==> src/rtl/lp2p_pkg.sv <==
`default_nettype none
package lp2p_pkg;

    // Product codes for the shared 32x32 multiplier sequence.
    localparam logic [1:0] KIND_P = 2'd0;  // |q| * invr >> 24
    localparam logic [1:0] KIND_U = 2'd1;  // |d| * invr >> 24
    localparam logic [1:0] KIND_V = 2'd2;  // P * U >> 32
    localparam logic [1:0] KIND_F = 2'd3;  // V * invr >> 32

    localparam int SQRT_STEPS = 33;
    localparam int DIV_STEPS  = 57;
    localparam int MUL_PARTS  = 4;

    typedef struct packed {
        logic       load;
        logic       sq;
        logic       sqrt_step;
        logic       div_step;
        logic       div_first;
        logic       mul_step;
        logic       mul_finish;
        logic [1:0] mul_kind;
        logic [1:0] mul_part;
        logic [1:0] axis;
        logic       acc_force;
        logic       acc_pot;
        logic       emit;
    } lp2p_cmd_t;

    typedef struct packed {
        logic last;
    } lp2p_status_t;

endpackage
`default_nettype wire

==> src/rtl/lp2p_ctrl.sv <==
`default_nettype none
module lp2p_ctrl (
    input  wire logic                   clk,
    input  wire logic                   rst_n,
    input  wire logic                   in_valid,
    output logic                        in_ready,
    output logic                        out_valid,
    input  wire logic                   out_ready,
    input  wire lp2p_pkg::lp2p_status_t status,
    output lp2p_pkg::lp2p_cmd_t         cmd
);

    localparam logic [2:0] S_IDLE = 3'd0;
    localparam logic [2:0] S_SQ   = 3'd1;
    localparam logic [2:0] S_SQRT = 3'd2;
    localparam logic [2:0] S_DIV  = 3'd3;
    localparam logic [2:0] S_MUL  = 3'd4;
    localparam logic [2:0] S_ACCF = 3'd5;
    localparam logic [2:0] S_ACCP = 3'd6;
    localparam logic [2:0] S_EMIT = 3'd7;

    logic [2:0] state_reg, state_next;
    logic [5:0] cnt_reg, cnt_next;
    logic [1:0] kind_reg, kind_next;
    logic [1:0] axis_reg, axis_next;
    logic       out_valid_reg, out_valid_next;

    always_comb
    begin
        state_next = state_reg;
        cnt_next   = cnt_reg;
        kind_next  = kind_reg;
        axis_next  = axis_reg;
        cmd        = '0;
        cmd.mul_kind = kind_reg;
        cmd.mul_part = cnt_reg[1:0];
        cmd.axis     = axis_reg;
        case (state_reg)
            S_IDLE:
            begin
                if (in_valid)
                begin
                    cmd.load   = 1'b1;
                    state_next = S_SQ;
                    cnt_next   = '0;
                end
            end
            S_SQ:
            begin
                cmd.sq   = 1'b1;
                cmd.axis = cnt_reg[1:0];
                cnt_next = cnt_reg + 6'd1;
                if (cnt_reg == 6'd2)
                begin
                    state_next = S_SQRT;
                    cnt_next   = '0;
                end
            end
            S_SQRT:
            begin
                cmd.sqrt_step = 1'b1;
                cnt_next      = cnt_reg + 6'd1;
                if (cnt_reg == 6'(lp2p_pkg::SQRT_STEPS - 1))
                begin
                    state_next = S_DIV;
                    cnt_next   = '0;
                end
            end
            S_DIV:
            begin
                cmd.div_step  = 1'b1;
                cmd.div_first = (cnt_reg == 6'd0);
                cnt_next      = cnt_reg + 6'd1;
                if (cnt_reg == 6'(lp2p_pkg::DIV_STEPS - 1))
                begin
                    state_next = S_MUL;
                    cnt_next   = '0;
                    kind_next  = lp2p_pkg::KIND_P;
                    axis_next  = '0;
                end
            end
            S_MUL:
            begin
                if (cnt_reg < 6'(lp2p_pkg::MUL_PARTS))
                begin
                    cmd.mul_step = 1'b1;
                    cnt_next     = cnt_reg + 6'd1;
                end
                else
                begin
                    cmd.mul_finish = 1'b1;
                    cnt_next       = '0;
                    case (kind_reg)
                        lp2p_pkg::KIND_P: kind_next = lp2p_pkg::KIND_U;
                        lp2p_pkg::KIND_U: kind_next = lp2p_pkg::KIND_V;
                        lp2p_pkg::KIND_V: kind_next = lp2p_pkg::KIND_F;
                        default:          state_next = S_ACCF;
                    endcase
                end
            end
            S_ACCF:
            begin
                cmd.acc_force = 1'b1;
                if (axis_reg == 2'd2)
                begin
                    state_next = S_ACCP;
                end
                else
                begin
                    axis_next  = axis_reg + 2'd1;
                    kind_next  = lp2p_pkg::KIND_U;
                    state_next = S_MUL;
                end
            end
            S_ACCP:
            begin
                cmd.acc_pot = 1'b1;
                state_next  = status.last ? S_EMIT : S_IDLE;
            end
            S_EMIT:
            begin
                if (!out_valid_reg || out_ready)
                begin
                    cmd.emit   = 1'b1;
                    state_next = S_IDLE;
                end
            end
            default:
            begin
                state_next = S_IDLE;
            end
        endcase
        if (cmd.emit)
        begin
            out_valid_next = 1'b1;
        end
        else if (out_ready)
        begin
            out_valid_next = 1'b0;
        end
        else
        begin
            out_valid_next = out_valid_reg;
        end
    end

    always_ff @(posedge clk or negedge rst_n)
    begin
        if (!rst_n)
        begin
            state_reg     <= S_IDLE;
            cnt_reg       <= '0;
            kind_reg      <= lp2p_pkg::KIND_P;
            axis_reg      <= '0;
            out_valid_reg <= 1'b0;
        end
        else
        begin
            state_reg     <= state_next;
            cnt_reg       <= cnt_next;
            kind_reg      <= kind_next;
            axis_reg      <= axis_next;
            out_valid_reg <= out_valid_next;
        end
    end

    assign in_ready  = (state_reg == S_IDLE);
    assign out_valid = out_valid_reg;

    a_emit_free: assert property (@(posedge clk) disable iff (!rst_n)
        cmd.emit |-> (!out_valid_reg || out_ready))
        else $error("result overwritten while still pending");

    a_accept_starts: assert property (@(posedge clk) disable iff (!rst_n)
        (in_valid && in_ready) |=> (state_reg == S_SQ && cnt_reg == 6'd0))
        else $error("accepted item did not start squaring");

    a_mul_bound: assert property (@(posedge clk) disable iff (!rst_n)
        (state_reg == S_MUL) |-> (cnt_reg <= 6'(lp2p_pkg::MUL_PARTS)))
        else $error("multiplier part count out of range");

    a_emit_last: assert property (@(posedge clk) disable iff (!rst_n)
        (state_reg == S_EMIT) |-> status.last)
        else $error("emit without last source");

endmodule
`default_nettype wire

==> config.mk <==
export PLATFORM = sky130hd
export DESIGN_NAME = lp2p_ctrl
export DESIGN_NICKNAME = d
export VERILOG_FILES = /design/src/rtl/lp2p_pkg.sv /design/src/rtl/lp2p_ctrl.sv
export SDC_FILE = /design/constraint.sdc
export NUM_CORES = 1
export LEC_CHECK = 0
export BUFFER_PORTS_ARGS = -buffer_cell sky130_fd_sc_hd__buf_4
export CAP_MARGIN = 20
export CORE_MARGIN = 2
export CORE_UTILIZATION = 25
export CTS_BUF_LIST = sky130_fd_sc_hd__clkbuf_8
export DETAILED_ROUTE_END_ITERATION = 8
export PLACE_DENSITY = 0.43
export SLEW_MARGIN = 5
export SYNTH_ARGS = -nofsm -noshare
export SYNTH_HDL_FRONTEND = slang
export SYNTH_SLANG_ARGS = --single-unit
export TNS_END_PERCENT = 10
==> constraint.sdc <==
create_clock -name clk -period 5.31 [get_ports clk]
set_input_delay 0.2655 -clock clk [delete_from_list [all_inputs] [get_ports clk]]
set_output_delay 0.2655 -clock clk [all_outputs]
set_load 0.03 [all_outputs]
Yosys cells after proc, flatten, opt, wreduce, memory -nomap -nowiden
Cells that the tools add are included.

operators by class
  add/sub/neg operators = 2
  $mul = 0
  divide/modulo/power cells = 0
  $lt $le $gt $ge = 1
  eq/ne operators = 22
  shift-type cells = 0
  mux-type cells = 38
  bitwise operators = 0
  reduce and logical (&&, ||, !) cells = 14

operators by type and width
  operator             count
  $mux 6               5
  $pmux 6 s5           1
  $mux 3               8
  $pmux 3 s8           1
  $mux 2               8
  $ne 2x2->1 const B   8
  $eq 3x3->1 const B   4
  $eq 6x6->1 const B   2
  $mux 1               12
  $pmux 2 s3           2
  $reduce_and 7->1     1
  $add 6x1->6 const B  1
  $eq 3x2->1 const B   2
  $eq 6x2->1 const B   1
  $logic_not 6->1      1
  $lt 6x3->1 const B   1
  $reduce_and 5->1     1
  $reduce_bool 5->1    1
  $eq 2x2->1 const B   2
  $ne 4x4->1 const B   1
  $pmux 2 s2           1
  $reduce_bool 2->1    2
  $eq 3x1->1 const B   1
  $logic_not 3->1      1
  other kinds (9)      9

storage, ports and cells
  bits in registers = 14
  bits in latches = 0
  bits in writable memories = 0
  memory bits (read-only) = 0
  output and inout port bits = 18
  memories = 0

Longest topological paths before layout
  word-level depth = 5
  gate-level depth with buffers = 7
  gate-level depth less buffers = 7

Worst setup path after synthesis
OpenSTA, ideal clock, no wires.

  path type = register to register
  from = register state_reg[2]
  to = register cnt_reg[0]
  library setup time = 0.065 ns
  arrival time = 1.954 ns
  data required time = 5.245 ns
  slack = 3.290 ns
  stages on the path, launching flop included = 7
  path buffers = 1
  period minus slack after synthesis = 2.020 ns
  cells stage by stage = dfrtp_1 buf_4 nor3b_1 o31ai_1 o21ai_2 or2_1 mux2_2

on the way
  word-level cells in the longest chain between the ends = 3
  elaborated cells between the ends (all ways) = 9
  those cells by class = eq/ne (5); mux (1); reduce/logical (3)

ends and longest elaborated chain
  element                                                                  RTL line          source
  start: declaration                                                       lp2p_ctrl.sv:22   logic [2:0] state_reg, state_next;
  start signal: assignment                                                 lp2p_ctrl.sv:159  state_reg <= state_next;
  $eq 3x3->1 (tied with other cells)                                       lp2p_ctrl.sv:38   case (state_reg)
  $reduce_bool 5->1 (no source line) / $ne 2x2->1 (equally long branches)  n/a
  $reduce_and 2->1 (no source line)                                        n/a
  end signal: assignment                                                   lp2p_ctrl.sv:160  cnt_reg <= cnt_next;
  end: declaration                                                         lp2p_ctrl.sv:23   logic [5:0] cnt_reg, cnt_next;

Parallel ways exist; a longest one is shown, timed or not.
A chain may end at the register's enable or synchronous reset.

==> metrics.txt <==
Syn Inst Count=roughly 130; area grow syn2layout=19.8%; fmax=between 400 and 500 MHz; Non-Filler Instances=~190; CP Class=flop to primary output; post-synthesis sequential area ratio=around 32%; chip height=between 60 and 70 um; yosys warns=0; Die ar.=4860 um2; Crit Path Max Fanout=18; Post-synth top flop=dfrtp_1; vias in the first global route=985; H-tree levels=1; final period utilization=roughly two fifths; DR pass1 iterations=4; Ant. Diodes=0; Hold Path End=out_valid$_DFFE_PN0P_; Max Clock Skew=roughly 0.0058 ns; Core Region=4090 um2; Reg clk slew, reported paths=approximately 0.07 ns; share of post-route cells with drive strength above 1=a little over a quarter; Post-CTS Setup Inserts=0; routed wl met2=1280 um; PD cells=roughly 460 nW/um2; status=finished clean; number of vias per cell=between 4 and 5; First DRT Iteration DRCs=35; Avg Cell Area, Syn=around 8.6 um2; Synth async-reset ratio=between 90% and 100%; Largest delay share family, worst path=flip-flops; fin nets=around 160; Initial Util=26.4%; Final HPWL DP=between 2000 and 2500 um; worst reg-to-reg setup slack=approximately 3.4 ns; RePlAce Congestion=0.788; CTS hold repair buffers=1; clock sinks=14; dpl ws=about 3.4 ns; DRT met1 WL=between 1000 and 1500 um; R2R cell count=7; cell area after synthesis=between 1000 and 1500 um2; RSZ-0062 raised after global routing=false; hold path start=out_ready; reg2reg start=cnt_reg[0]$_DFFE_PN0P_; Placement Rows=23; post-synthesis cell type count=between 40 and 50; Post-synth EDFFs=0; Rel. slew slack=between 60% and 70%; final critical-path required period=about 2.1 ns; Final Hold Viols=0; Ports=23; fill count=between 400 and 500; max-slew violation count=0; Setup-failing EPs final=0; antenna violations before repair=0; largest net degree at the start of global routing=22; first-pass GRT wire length=about 4700 um; GRT Util Overall=around an eighth; worst setup margin=3.18 ns; hold crit path type=primary input to flop; area of the multi-input gates=629 um2; highest metal layer with signal wires=met4; Post-DRT Antenna Nets=0; worst IR drop on VDD=247 uV; routed via count=~900; Register Area=~350 um2; Setup TNS=0 ns; cell chain of the critical path=nand2_1, nor2_1, mux2_2, buf_4; root buffer cell=clkbuf_8; post-synthesis register bit count=14; routed length on met3=between 100 and 150 um; CTS Buf Count=3; Die Width=69.7 um; crit path DAT=1.86 ns; CP bufs+invs=1; Worst-Skew Late Latency=between 0.2 and 0.3 ns; Worst-Margin Slew=between 0.5 and 0.6 ns; slowest cell delay on critical path=0.67 ns; Hold Path Depth=3; Largest register FFs=6; clock buffer depth=2; Post-route DRC=0; maxcap violations=0; Placed Cells=between 150 and 200; Worst Setup End Kind=primary output; CTS tree=yes; WL/cell=~14 um; CTS resizes=0; Pleak=0.616 nW; Req. time, crit path=between 5 and 6 ns; Worst setup SP type=flop; syn nets=between 100 and 150; Crit-path slowest cell=dfrtp_1; port buffer count=22; Routed WL=2710 um; r2r endpoint=cnt_reg[1]$_DFFE_PN0P_; gr ovfl total=0
==> final cells by class <==
class	instances	area share (%)
clock buffers	3	3.19
inverters	9	2.61
multi-input cells	93	48.7
flip-flops and latches	14	27.1
well taps	50	4.84
repair buffers	23	13.6
==> layer usage <==
layer	track usage [%]	vias up
met3	4.07	2
met1	15.3	434
met4	2.56	0
met2	20.2	17
met5	0	-
li1	-	471
==> placed cells by master, fill, tap and decap left out, drive strengths merged <==
| cell | instances |
|---|---|
| nor2b | 4 |
| a32o | 1 |
| nand3 | 6 |
| nand2b | 1 |
| a21oi | 1 |
| a2bb2oi | 1 |
| buf | 22 |
| mux2i | 1 |
| or2b | 1 |
| nor3b | 1 |
| dfrtp | 14 |
| inv | 9 |
| nor3 | 4 |
| o2bb2ai | 1 |
| nand2 | 17 |
| o21a | 1 |
| and3 | 3 |
| dlygate4sd3 | 1 |
| a221oi | 1 |
| nor4 | 1 |
| a31oi | 1 |
| and2 | 2 |
| o22ai | 5 |
| or2 | 1 |
| nor2 | 7 |
| mux2 | 3 |
| clkbuf | 3 |
| or3 | 4 |
| nand3b | 1 |
| o311ai | 1 |
| o31ai | 2 |
| or4 | 1 |
| a22o | 2 |
| o21ai | 10 |
| ha | 7 |
| xnor2 | 1 |
==> worst register-to-register path: stages, from the launching register on <==
cell	delay (ns)
dfrtp_1	0.44
inv_1	0.09
ha_1	0.21
nand3b_1	0.13
nor2_1	0.09
a221oi_2	0.54
or2_1	0.24
a22o_1	0.16
==> metrics by stage <==
stage                     total power [mW]  instance area (um2)  util (%)  hold WS [ns]
after floorplan                      0.431                 1080         -       -0.0301
after global placement               0.507                 1240      30.4         0.134
after detailed placement             0.511                 1240      30.4         0.141
after CTS                            0.609                 1290      31.6         0.351
after global routing                 0.654                 1290      31.6         0.373
final                                0.598                 1290      31.6         0.354
==> power by group <==
part           internal (mW)  switching, mW  leakage [nW]
logic                  0.129          0.184         0.408
clock network         0.0503         0.0416        0.0216
registers              0.128         0.0648         0.187
==> worst max-delay path by stage <==
| stage | startpoint | end | cells past startpoint |
|---|---|---|---|
| final | state_reg[0]$_DFFE_PN0P_ | cmd[4] | 4 |
| after global routing | state_reg[0]$_DFFE_PN0P_ | cmd[4] | 4 |
| after CTS | state_reg[0]$_DFFE_PN0P_ | cmd[4] | 4 |
| after detailed placement | cnt_reg[0]$_DFFE_PN0P_ | cnt_reg[1]$_DFFE_PN0P_ | 7 |
| after global placement | cnt_reg[0]$_DFFE_PN0P_ | cnt_reg[1]$_DFFE_PN0P_ | 7 |
| after floorplan | state_reg[2]$_DFFE_PN0P_ | cnt_reg[0]$_DFFE_PN0P_ | 6 |
==> Yosys cell counts, types with 2 or more instances <==
| cell type | count | area share, % |
|---|---|---|
| a22o_1 | 2 | 1.6 |
| and2_1 | 2 | 1.2 |
| and3_1 | 3 | 1.7 |
| buf_4 | 6 | 4.2 |
| dfrtp_1 | 14 | 32 |
| ha_1 | 7 | 8.1 |
| inv_1 | 8 | 2.8 |
| mux2_2 | 2 | 2.1 |
| nand2_1 | 17 | 5.9 |
| nand3_1 | 6 | 2.8 |
| nor2_1 | 7 | 2.4 |
| nor2b_1 | 4 | 2.3 |
| nor3_1 | 4 | 1.9 |
| o21ai_0 | 7 | 3.2 |
| o21ai_2 | 2 | 1.6 |
| o22ai_1 | 5 | 2.9 |
| or3_1 | 4 | 2.3 |
==> cell families after synthesis <==
kind of cell / after synthesis / synth area share (%)
AO/OA/AOI/OAI: 27 / 18.9
flip-flops: 14 / 32.5
buffers and inverters: 18 / 9.16
adder cells (fa/ha/maj): 7 / 8.12
AND/OR/NAND/NOR: 54 / 26.1
multiplexers: 4 / 4.41
XOR/XNOR: 1 / 0.812
Power figures use the tool's default switching activity.
